--- src/design/pidcs_pkg.sv ---
// Shared types and constants for the pid controller with clamps and separation.
// Holds configuration register codes and fixed field widths.
// No dependencies.
package pidcs_pkg;

    // fixed widths of the configuration registers and result
    localparam int GAIN_W     = 16;
    localparam int LIM16_W    = 16;
    localparam int LIM31_W    = 31;
    localparam int INTEG_W    = 32;
    localparam int DRIVE_W    = 32;
    localparam int CFG_DATA_W = 31;
    localparam int CFG_IDX_W  = 3;

    // configuration register codes
    typedef enum logic [CFG_IDX_W-1:0] {
        REG_GAIN_P       = 3'd0,
        REG_GAIN_I       = 3'd1,
        REG_GAIN_D       = 3'd2,
        REG_ERROR_CLAMP  = 3'd3,
        REG_SEP_THRESH   = 3'd4,
        REG_INTEG_CLAMP  = 3'd5,
        REG_OUTPUT_CLAMP = 3'd6
    } cfg_reg_t;

    // request kinds
    typedef enum logic {
        KIND_STEP  = 1'b0,
        KIND_CLEAR = 1'b1
    } kind_t;

endpackage

--- src/design/pid_with_clamps_and_separation_unit.sv ---
// Positional pid controller with error clamp, integral separation,
// integrator clamp and output clamp. Depends on pidcs_pkg.
//
// Usage:
//   Input channel (in_valid/in_ready) carries one request: kind, setpoint
//   and measured. Kind step runs one control update, kind clear zeroes the
//   integrator and the stored error and returns a drive of zero.
//   Output channel (out_valid/out_ready) carries one drive value per request,
//   in request order.
//   Configuration is a plain write port (cfg_we, cfg_index, cfg_data); write
//   only while no request is in flight. Unknown indexes are ignored.
// Timing:
//   Four pipeline registers: input, error/integrator, products, drive.
//   A request passes through them in that order, and a new request is taken
//   every cycle while the output is not stalled. The integrator update
//   sits in the second stage, so each request sees the state left by the
//   previous one.
// Reset and stall:
//   Reset clears all gains and limits, the integrator, the stored error and
//   every valid bit. When the receiver holds out_ready low the drive register
//   holds; the stages behind it keep filling until all four are full, then
//   in_ready drops.
module pid_with_clamps_and_separation_unit
    import pidcs_pkg::*;
#(
    parameter int DATA_WIDTH     = 16,
    parameter int GAIN_FRAC_BITS = 8
)
(
    input  logic                         clk,
    input  logic                         rst_n,

    input  logic                         cfg_we,
    input  logic [CFG_IDX_W-1:0]         cfg_index,
    input  logic [CFG_DATA_W-1:0]        cfg_data,

    input  logic                         in_valid,
    output logic                         in_ready,
    input  logic                         kind,
    input  logic signed [DATA_WIDTH-1:0] setpoint,
    input  logic signed [DATA_WIDTH-1:0] measured,

    output logic                         out_valid,
    input  logic                         out_ready,
    output logic signed [DRIVE_W-1:0]    drive
);

    // internal widths
    localparam int EW   = DATA_WIDTH + 1;
    localparam int CW   = (EW > 17) ? EW + 1 : 18;
    localparam int IW   = ((EW > INTEG_W) ? EW : INTEG_W) + 1;
    localparam int DVW  = DATA_WIDTH + 2;
    localparam int PW_P = EW + GAIN_W;
    localparam int PW_I = INTEG_W + GAIN_W;
    localparam int PW_D = DVW + GAIN_W;
    localparam int SW   = ((PW_D > PW_I) ? PW_D : PW_I) + 2;

    // configuration registers
    logic signed [GAIN_W-1:0]  gain_p_reg;
    logic signed [GAIN_W-1:0]  gain_i_reg;
    logic signed [GAIN_W-1:0]  gain_d_reg;
    logic [LIM16_W-1:0]        error_clamp_reg;
    logic [LIM16_W-1:0]        sep_thresh_reg;
    logic [LIM31_W-1:0]        integ_clamp_reg;
    logic [LIM31_W-1:0]        output_clamp_reg;

    // controller state
    logic signed [INTEG_W-1:0] integrator_reg;
    logic signed [EW-1:0]      last_error_reg;

    // pipeline registers
    logic                      s1_valid_reg;
    logic                      s1_kind_reg;
    logic signed [DATA_WIDTH-1:0] s1_setpoint_reg;
    logic signed [DATA_WIDTH-1:0] s1_measured_reg;

    logic                      s2_valid_reg;
    logic                      s2_kind_reg;
    logic signed [EW-1:0]      s2_error_reg;
    logic signed [INTEG_W-1:0] s2_integ_reg;
    logic signed [DVW-1:0]     s2_deriv_reg;

    logic                      s3_valid_reg;
    logic                      s3_kind_reg;
    logic signed [PW_P-1:0]    s3_prod_p_reg;
    logic signed [PW_I-1:0]    s3_prod_i_reg;
    logic signed [PW_D-1:0]    s3_prod_d_reg;

    logic                      out_valid_reg;
    logic signed [DRIVE_W-1:0] drive_reg;

    // stage advance chain
    logic take_out;
    logic take3;
    logic take2;

    assign take_out = !out_valid_reg || out_ready;
    assign take3    = !s3_valid_reg || take_out;
    assign take2    = !s2_valid_reg || take3;
    assign in_ready = !s1_valid_reg || take2;

    assign out_valid = out_valid_reg;
    assign drive     = drive_reg;

    // stage 2 logic: error, clamp, separation, integrator
    logic signed [EW-1:0]      err_raw;
    logic signed [CW-1:0]      err_wide;
    logic signed [CW-1:0]      err_lim;
    logic signed [CW-1:0]      sep_lim;
    logic signed [CW-1:0]      err_clamped_wide;
    logic signed [EW-1:0]      err_next;
    logic                      sep_hit;
    logic signed [IW-1:0]      integ_sum;
    logic                      integ_ovf;
    logic signed [INTEG_W-1:0] integ_sat;
    logic signed [INTEG_W-1:0] integ_lim;
    logic signed [INTEG_W-1:0] integ_next;
    logic signed [DVW-1:0]     deriv_next;

    always_comb
    begin
        err_raw  = EW'(s1_setpoint_reg) - EW'(s1_measured_reg);
        err_wide = CW'(err_raw);
        err_lim  = $signed({{(CW-LIM16_W){1'b0}}, error_clamp_reg});
        sep_lim  = $signed({{(CW-LIM16_W){1'b0}}, sep_thresh_reg});

        // symmetric error clamp, zero disables
        err_clamped_wide = err_wide;
        if (error_clamp_reg != '0)
        begin
            if (err_wide > err_lim)
                err_clamped_wide = err_lim;
            else if (err_wide < -err_lim)
                err_clamped_wide = -err_lim;
        end
        err_next = EW'(err_clamped_wide);

        // integral separation, zero disables
        sep_hit = (sep_thresh_reg != '0) &&
                  ((err_clamped_wide >= sep_lim) || (err_clamped_wide <= -sep_lim));

        // accumulate and saturate to 32 bits
        integ_sum = IW'(integrator_reg) + IW'(err_next);
        integ_ovf = !((&integ_sum[IW-1:INTEG_W-1]) || !(|integ_sum[IW-1:INTEG_W-1]));
        if (integ_ovf)
            integ_sat = integ_sum[IW-1] ? {1'b1, {(INTEG_W-1){1'b0}}}
                                        : {1'b0, {(INTEG_W-1){1'b1}}};
        else
            integ_sat = integ_sum[INTEG_W-1:0];
        if (sep_hit)
            integ_sat = '0;

        // symmetric integrator clamp, zero disables
        integ_lim  = $signed({1'b0, integ_clamp_reg});
        integ_next = integ_sat;
        if (integ_clamp_reg != '0)
        begin
            if (integ_sat > integ_lim)
                integ_next = integ_lim;
            else if (integ_sat < -integ_lim)
                integ_next = -integ_lim;
        end

        deriv_next = DVW'(err_next) - DVW'(last_error_reg);
    end

    // stage 4 logic: sum, gain shift, output clamp, saturation
    logic signed [SW-1:0]      sum_all;
    logic signed [SW-1:0]      sum_shift;
    logic signed [SW-1:0]      out_lim;
    logic signed [SW-1:0]      sum_clamped;
    logic                      out_ovf;
    logic signed [DRIVE_W-1:0] drive_next;

    always_comb
    begin
        sum_all   = SW'(s3_prod_p_reg) + SW'(s3_prod_i_reg) + SW'(s3_prod_d_reg);
        sum_shift = sum_all >>> GAIN_FRAC_BITS;
        out_lim   = $signed({{(SW-LIM31_W){1'b0}}, output_clamp_reg});

        sum_clamped = sum_shift;
        if (output_clamp_reg != '0)
        begin
            if (sum_shift > out_lim)
                sum_clamped = out_lim;
            else if (sum_shift < -out_lim)
                sum_clamped = -out_lim;
        end

        out_ovf = !((&sum_clamped[SW-1:DRIVE_W-1]) || !(|sum_clamped[SW-1:DRIVE_W-1]));
        if (out_ovf)
            drive_next = sum_clamped[SW-1] ? {1'b1, {(DRIVE_W-1){1'b0}}}
                                           : {1'b0, {(DRIVE_W-1){1'b1}}};
        else
            drive_next = sum_clamped[DRIVE_W-1:0];

        if (s3_kind_reg == KIND_CLEAR)
            drive_next = '0;
    end

    // configuration writes
    always_ff @(posedge clk or negedge rst_n)
    begin
        if (!rst_n)
        begin
            gain_p_reg       <= '0;
            gain_i_reg       <= '0;
            gain_d_reg       <= '0;
            error_clamp_reg  <= '0;
            sep_thresh_reg   <= '0;
            integ_clamp_reg  <= '0;
            output_clamp_reg <= '0;
        end
        else if (cfg_we)
        begin
            case (cfg_reg_t'(cfg_index))
                REG_GAIN_P:       gain_p_reg       <= $signed(cfg_data[GAIN_W-1:0]);
                REG_GAIN_I:       gain_i_reg       <= $signed(cfg_data[GAIN_W-1:0]);
                REG_GAIN_D:       gain_d_reg       <= $signed(cfg_data[GAIN_W-1:0]);
                REG_ERROR_CLAMP:  error_clamp_reg  <= cfg_data[LIM16_W-1:0];
                REG_SEP_THRESH:   sep_thresh_reg   <= cfg_data[LIM16_W-1:0];
                REG_INTEG_CLAMP:  integ_clamp_reg  <= cfg_data[LIM31_W-1:0];
                REG_OUTPUT_CLAMP: output_clamp_reg <= cfg_data[LIM31_W-1:0];
                default: ;
            endcase
        end
    end

    // valid bits and controller state
    always_ff @(posedge clk or negedge rst_n)
    begin
        if (!rst_n)
        begin
            s1_valid_reg   <= 1'b0;
            s2_valid_reg   <= 1'b0;
            s3_valid_reg   <= 1'b0;
            out_valid_reg  <= 1'b0;
            integrator_reg <= '0;
            last_error_reg <= '0;
        end
        else
        begin
            if (in_ready)
                s1_valid_reg <= in_valid;
            if (take2)
                s2_valid_reg <= s1_valid_reg;
            if (take3)
                s3_valid_reg <= s2_valid_reg;
            if (take_out)
                out_valid_reg <= s3_valid_reg;

            if (take2 && s1_valid_reg)
            begin
                if (s1_kind_reg == KIND_CLEAR)
                begin
                    integrator_reg <= '0;
                    last_error_reg <= '0;
                end
                else
                begin
                    integrator_reg <= integ_next;
                    last_error_reg <= err_next;
                end
            end
        end
    end

    // payload registers
    always_ff @(posedge clk)
    begin
        if (in_ready)
        begin
            s1_kind_reg     <= kind;
            s1_setpoint_reg <= setpoint;
            s1_measured_reg <= measured;
        end
        if (take2)
        begin
            s2_kind_reg  <= s1_kind_reg;
            s2_error_reg <= err_next;
            s2_integ_reg <= integ_next;
            s2_deriv_reg <= deriv_next;
        end
        if (take3)
        begin
            s3_kind_reg   <= s2_kind_reg;
            s3_prod_p_reg <= PW_P'(gain_p_reg) * PW_P'(s2_error_reg);
            s3_prod_i_reg <= PW_I'(gain_i_reg) * PW_I'(s2_integ_reg);
            s3_prod_d_reg <= PW_D'(gain_d_reg) * PW_D'(s2_deriv_reg);
        end
        if (take_out)
            drive_reg <= drive_next;
    end

    // a clear request leaves a zero drive
    a_clear_zero: assert property (@(posedge clk) disable iff (!rst_n)
        (take_out && s3_valid_reg && s3_kind_reg == KIND_CLEAR) |=> (drive_reg == '0))
        else $error("clear request did not give zero drive");

    // separation empties the integrator
    a_sep_zero: assert property (@(posedge clk) disable iff (!rst_n)
        (take2 && s1_valid_reg && s1_kind_reg == KIND_STEP && sep_hit)
        |=> (integrator_reg == '0))
        else $error("integrator not zero after separation");

    // integrator stays within its clamp after an update
    a_integ_clamp: assert property (@(posedge clk) disable iff (!rst_n)
        (take2 && s1_valid_reg && s1_kind_reg == KIND_STEP && integ_clamp_reg != '0)
        |=> ((integrator_reg <= $signed({1'b0, integ_clamp_reg})) &&
             (integrator_reg >= -$signed({1'b0, integ_clamp_reg}))))
        else $error("integrator outside its clamp");

    // input stalls only when every stage holds a request
    a_stall_full: assert property (@(posedge clk) disable iff (!rst_n)
        !in_ready |-> (s1_valid_reg && s2_valid_reg && s3_valid_reg && out_valid_reg))
        else $error("input stalled with an empty stage");

endmodule
--- config.mk ---
export PLATFORM = sky130hd
export DESIGN_NAME = pid_with_clamps_and_separation_unit
export DESIGN_NICKNAME = d
export VERILOG_FILES = /design/src/design/pidcs_pkg.sv /design/src/design/pid_with_clamps_and_separation_unit.sv
export SDC_FILE = /design/constraint.sdc
export NUM_CORES = 2
export LEC_CHECK = 0
export ABC_AREA = 1
export BUFFER_PORTS_ARGS = -buffer_cell sky130_fd_sc_hd__buf_2
export CORE_AREA = 4 4 565 511
export CTS_BUF_LIST = sky130_fd_sc_hd__clkbuf_2 sky130_fd_sc_hd__clkbuf_4 sky130_fd_sc_hd__clkbuf_8
export CTS_CLUSTER_SIZE = 20
export DETAILED_ROUTE_END_ITERATION = 8
export DIE_AREA = 0 0 569 515
export SLEW_MARGIN = 30
export SYNTH_ARGS = -nofsm -noshare
export SYNTH_HDL_FRONTEND = slang
export SYNTH_SLANG_ARGS = --single-unit
--- constraint.sdc ---
create_clock -name clk -period 8.4 [get_ports clk]
set_input_delay 1.26 -clock clk [delete_from_list [all_inputs] [get_ports clk]]
set_output_delay 1.26 -clock clk [all_outputs]
set_load 0.05 [all_outputs]
# Word-level counts from Yosys, hierarchy flattened
# Index checks and enable logic that the tools add are counted.
# classes
add_sub_neg	9
n_mul	3
n_lt_le_gt_ge	8
eq_ne	6
mux	16
n_reduce_logical	31
# op_table
op	count
$mux 32	9
$mux 50	3
$reduce_bool 31->1	2
$mux 18	3
$add 49x34->50	1
$lt 42x50->1	1
$neg 31->50	1
$add 33x48->49	1
$mul 16x32->48	1
$gt 42x32->1	1
$neg 16->18	2
$mul 16x18->34	1
$add 32x17->33	1
$mul 16x17->33	1
$gt 32x32->1	1
$lt 32x32->1	1
$neg 31->32	1
$reduce_bool 16->1	2
$reduce_and 19->1	1
$reduce_or 19->1	1
$ge 18x17->1	1
$le 18x18->1	1
$lt 17x18->1	1
$sub 17x17->18	1
12 further kinds	34
# totals
regBits	444
in_bits	72
output_inout_bits	34
wordCells	98

# Depth between registers and ports, before layout
# depth
depth_word	16
mapped_depth	73
mapped_depth_nobuf	71

# Least setup slack after synthesis
# Ideal clock, no wire load.
# synth_path
path_kind	register to register
from	reg s1_setpoint_reg[8]
to	reg s2_integ_reg[14], data pin
setup_time_ps	249
t_arrival_ps	7820
t_required_ps	8151
setup_slack_ps	331
stages_incl_launch_ff	64
n_path_buf	2
period_less_slack_ps	8069
path_cell_list	edfxtp_1 ha_1 nand2_2 nor2_2 nand3_1 nand3_1 a21oi_1 o21bai_1 a21oi_1 o21ai_0 nand2_1 nand2_1 a21oi_1 xor2_1 ha_1 a21oi_1 or2_2 nand3_1 (+28 left out) inv_1 o21bai_1 o21a_1 nand2_1 nand2_1 nand3_1 nand3_1 nand2_1 nand2_1 nand2_1 nand2_1 nand2_2 nand2_4 buf_4 nand2_1 nand3_1 nand2_1 inv_1
# synth_via
elab_chain_len	15
word_cells_on_any_way	23
cone_classes	add/sub: 2; order compare: 6; mux: 9; reduce/logical: 6
# synth_lines
element	line_no	rtl
start, declared	pid_with_clamps_and_separation_unit.sv:74	logic signed [DATA_WIDTH-1:0] s1_setpoint_reg;
start signal, assigned	pid_with_clamps_and_separation_unit.sv:274	s1_setpoint_reg <= setpoint;
$sub 16x16->17 *	pid_with_clamps_and_separation_unit.sv:122	err_raw = EW'(s1_setpoint_reg) - EW'(s1_measured_reg);
$lt 17x18->1	pid_with_clamps_and_separation_unit.sv:133	else if (err_wide < -err_lim)
$mux 18	pid_with_clamps_and_separation_unit.sv:133	
$mux 18 *	pid_with_clamps_and_separation_unit.sv:131	if (err_wide > err_lim)
$mux 18 *	pid_with_clamps_and_separation_unit.sv:129	if (error_clamp_reg != '0)
net err_clamped_wide[0]	pid_with_clamps_and_separation_unit.sv:110	logic signed [CW-1:0] err_clamped_wide;
$add 32x17->33	pid_with_clamps_and_separation_unit.sv:143	integ_sum = IW'(integrator_reg) + IW'(err_next);
$reduce_or 2->1	pid_with_clamps_and_separation_unit.sv:144	integ_ovf = !((&integ_sum[IW-1:INTEG_W-1]) || !(|integ_sum[IW-1:INTEG_W-1]));
$logic_not 1->1	pid_with_clamps_and_separation_unit.sv:144	
$logic_or 1x1->1	pid_with_clamps_and_separation_unit.sv:144	
$mux 32	pid_with_clamps_and_separation_unit.sv:145	if (integ_ovf)
$mux 32 *	pid_with_clamps_and_separation_unit.sv:150	if (sep_hit)
$lt 32x32->1	pid_with_clamps_and_separation_unit.sv:160	else if (integ_sat < -integ_lim)
$mux 32	pid_with_clamps_and_separation_unit.sv:160	
$mux 32	pid_with_clamps_and_separation_unit.sv:158	if (integ_sat > integ_lim)
$mux 32 *	pid_with_clamps_and_separation_unit.sv:156	if (integ_clamp_reg != '0)
net integ_next[14]	pid_with_clamps_and_separation_unit.sv:117	logic signed [INTEG_W-1:0] integ_next;
end signal, assigned	pid_with_clamps_and_separation_unit.sv:281	s2_integ_reg <= integ_next;
end, declared	pid_with_clamps_and_separation_unit.sv:80	logic signed [INTEG_W-1:0] s2_integ_reg;
# The timed path passes the listed nets; every way through them passes the cells marked *.
# A chain may end at the register's enable or synchronous reset.

# Worst setup path in the final report
# layout_path
from	reg s1_setpoint_reg[6]
to	reg s2_integ_reg[26], data pin
# Same word-level chain as after synthesis.

==> results.json <==
{
  "min_path_type": "primary input to asynchronous set/reset pin",
  "yosys_warnings": 0,
  "worstPathRequired_ns": 8.90,
  "clock_sinks": 444,
  "syn_inst": 8431,
  "ys_seq_elements": 444,
  "period_share": 0.951,
  "cts_tree": "built",
  "multi_input_area_sq_um": 50000,
  "final_cell_mix": "nand2_1 (2014), inv_1 (1935), fa_1 (1100)",
  "root_buffer": "clkbuf_8",
  "crit_type": "register to register",
  "fp-row-count": 185,
  "cts_buffers": 77,
  "syn_area_sq_um": 70300,
  "tightestPinTransition_ns": 1.04,
  "path_common_cell": "nand2_1",
  "startpoint": "s1_setpoint_reg[6]$_DFFE_PP_",
  "grt_pass1_wl_um": 327000,
  "antenna_found_initial": 26,
  "ys.flop_type": "edfxtp_1",
  "via_per_inst": 4.44,
  "layout_commonest_cell": "nand2_1",
  "crit_arrival_ns": 8.49,
  "hpwl_um": 169000,
  "grt_overflow": 0,
  "crit_path_max_fanout": 19,
  "hold_viol_final": 0,
  "fin_crit_ns": 7.99,
  "io_buffer_count": 105,
  "slowest_delay_ns": 0.41,
  "syn-mean-instance-area_sq_um": 8.34,
  "dr.pass1.iters": 6,
  "clk_pin_slew_ns": 0.09,
  "fmax_mhz": 125,
  "drt-initial-drc-count": 4832,
  "dp.cells": 12190,
  "r2r_cells": 59,
  "cts.htree.levels": 3,
  "fin_nets": 10320,
  "drv_slew": 0,
  "slew_headroom": 0.307,
  "grtUsageTotal": 0.142,
  "rr_endpoint": "s2_integ_reg[26]$_DFFE_PP_",
  "dieHeight_um": 515,
  "outcome": "finished, final reports clean",
  "finClkSkew_ns": 0.0835,
  "crit_slowest_cell": "edfxtp_1",
  "grt_max_degree": 102,
  "drive_above_1_share": 0.0989,
  "nFillCells": 30132,
  "die_area_sq_um": 293000,
  "synth-async-reset-ratio": 0.439,
  "cts_max_path_buffers": 3,
  "cap_violations": 0,
  "syn_nets": 10198,
  "synth_cell_type_count": 72,
  "ff2ff_setup_slack_ns": 0.41,
  "route.detailed.drc": 0,
  "reg2reg_from": "s1_setpoint_reg[6]$_DFFE_PP_",
  "wl_per_cell_um": 16.9,
  "die_w_um": 569,
  "start_util": 0.249,
  "wl_um": 209000,
  "grt_pass1_vias": 55254,
  "clk_latency_ns": 0.79,
  "endpoint_kind": "register",
  "rsz0062_at_grt": "yes",
  "layout.cells.non_filler": 12364,
  "area_delta_synth_final_pct": 11.7,
  "setup_viol": 0,
  "ys_seq_area_frac": 0.176,
  "crit_path_end": "s2_integ_reg[26]$_DFFE_PP_",
  "vias": 54893,
  "place.gp.congestion": 0.909,
  "largest_reg_flops": 48,
  "drtAntennaViolNets": 0,
  "start_kind": "register",
  "ios": 106,
  "core_region_area_sq_um": 282000,
  "seq_area_sq_um": 12400,
  "synth_edf_count": 249
}
cell type report:
type / instances / share of cell area
tap: 3740 / 0.0595
clock inverter: 35 / 0.00468
inverter: 1978 / 0.0946
timing repair buffer: 330 / 0.0307
sequential: 444 / 0.157
clock buffer: 105 / 0.0169
antenna: 10 / 0.000318
multi-input combinational: 5722 / 0.636
Yosys cell counts, types with 7 or more instances:
| cell | n | share of area |
|---|---|---|
| o21ai_1 | 17 | 0.0012 |
| nand2_2 | 42 | 0.0037 |
| nand4_1 | 42 | 0.0037 |
| fa_1 | 1102 | 0.31 |
| nand3b_1 | 7 | 0.00075 |
| clkbuf_1 | 238 | 0.013 |
| xor2_1 | 190 | 0.024 |
| xnor2_1 | 102 | 0.013 |
| buf_6 | 13 | 0.0021 |
| nor3_2 | 10 | 0.0014 |
| ha_1 | 593 | 0.11 |
| o211ai_1 | 43 | 0.0046 |
| inv_2 | 27 | 0.0014 |
| dfrtp_1 | 195 | 0.069 |
| inv_1 | 1945 | 0.10 |
| a21oi_1 | 370 | 0.026 |
| edfxtp_1 | 249 | 0.11 |
| nand3_2 | 38 | 0.0054 |
| a21oi_2 | 38 | 0.0047 |
| nand2_4 | 8 | 0.0013 |
| buf_2 | 14 | 0.0010 |
| o21bai_1 | 21 | 0.0022 |
| nand3_1 | 177 | 0.013 |
| a21o_1 | 25 | 0.0027 |
| nor4_1 | 12 | 0.0011 |
| o2111ai_1 | 10 | 0.0012 |
| or2_2 | 69 | 0.0061 |
| a31oi_1 | 41 | 0.0036 |
| nor2_2 | 7 | 0.00062 |
| a211oi_1 | 9 | 0.00096 |
| o22ai_1 | 10 | 0.00089 |
| nand2_1 | 2033 | 0.11 |
| o21ai_0 | 327 | 0.023 |
| nor3_1 | 46 | 0.0033 |
| o21a_1 | 16 | 0.0017 |
| o221ai_1 | 12 | 0.0015 |
| nor2_1 | 243 | 0.013 |
| buf_1 | 18 | 0.00096 |
metrics by stage:
| step | instance area (sq um) | util | TNS [ns] | setup slack (ns) | hold slack (ns) |
|---|---|---|---|---|---|
| floorplan | 70300 | - | 0 | 0.331 | 0.400 |
| global placement | 75900 | 0.269 | -0.953 | -0.0547 | 0.466 |
| detailed placement | 75900 | 0.269 | -6.89 | -0.194 | 0.472 |
| CTS | 77700 | 0.275 | 0 | 0.00440 | 0.488 |
| global route | 78600 | 0.278 | -2.44 | -0.0756 | 0.323 |
| finish | 78600 | 0.279 | 0 | 0.414 | 0.350 |
critical path: cells and delay by family (launching register included):
kind | cells | cell delay [ns]
adder cells (fa/ha/maj) | 5 | 1.44
buffers and inverters | 8 | 0.76
AND/OR/NAND/NOR | 31 | 3.03
flip-flops | 1 | 0.41
AO/OA/AOI/OAI | 13 | 1.74
XOR/XNOR | 2 | 0.38
logic make-up after synthesis:
kind of cell | synth area share
xor+xnor | 0.0370
flops | 0.176
simple gates | 0.166
compound gates | 0.0791
buf+inv | 0.123
fa+ha+maj | 0.419
worst min path at each step:
stage / end / slack, ns
after detailed placement: s3_valid_reg$_DFFE_PN0P_ / 0.47
after global routing: integrator_reg[24]$_DFFE_PN0P_ / 0.32
final: integrator_reg[24]$_DFFE_PN0P_ / 0.35
after global placement: gain_d_reg[15]$_DFFE_PN0P_ / 0.47
after CTS: integrator_reg[24]$_DFFE_PN0P_ / 0.49
after floorplan: s3_kind_reg$_DFFE_PP_ / 0.40
layer usage:
layer	up-vias	wire length (um)	global-route usage
li1	25903	-	-
met1	26691	98300	0.210
met2	2041	85700	0.209
met3	250	20300	0.0335
met4	8	4420	0.0296
met5	-	60	0
what timing repair did:
action | CTS | global route
gates cloned | 0 | 5
setup endpoints to repair | 64 | 64
resized for setup | 14 | 135
hold buffers | 0 | 0
pin swaps | 0 | 46
buffers inserted | 0 | 18
Power is left out: the tool's default activity adds up to more than one toggle a clock period on the data nets, which glitch-free logic cannot reach.
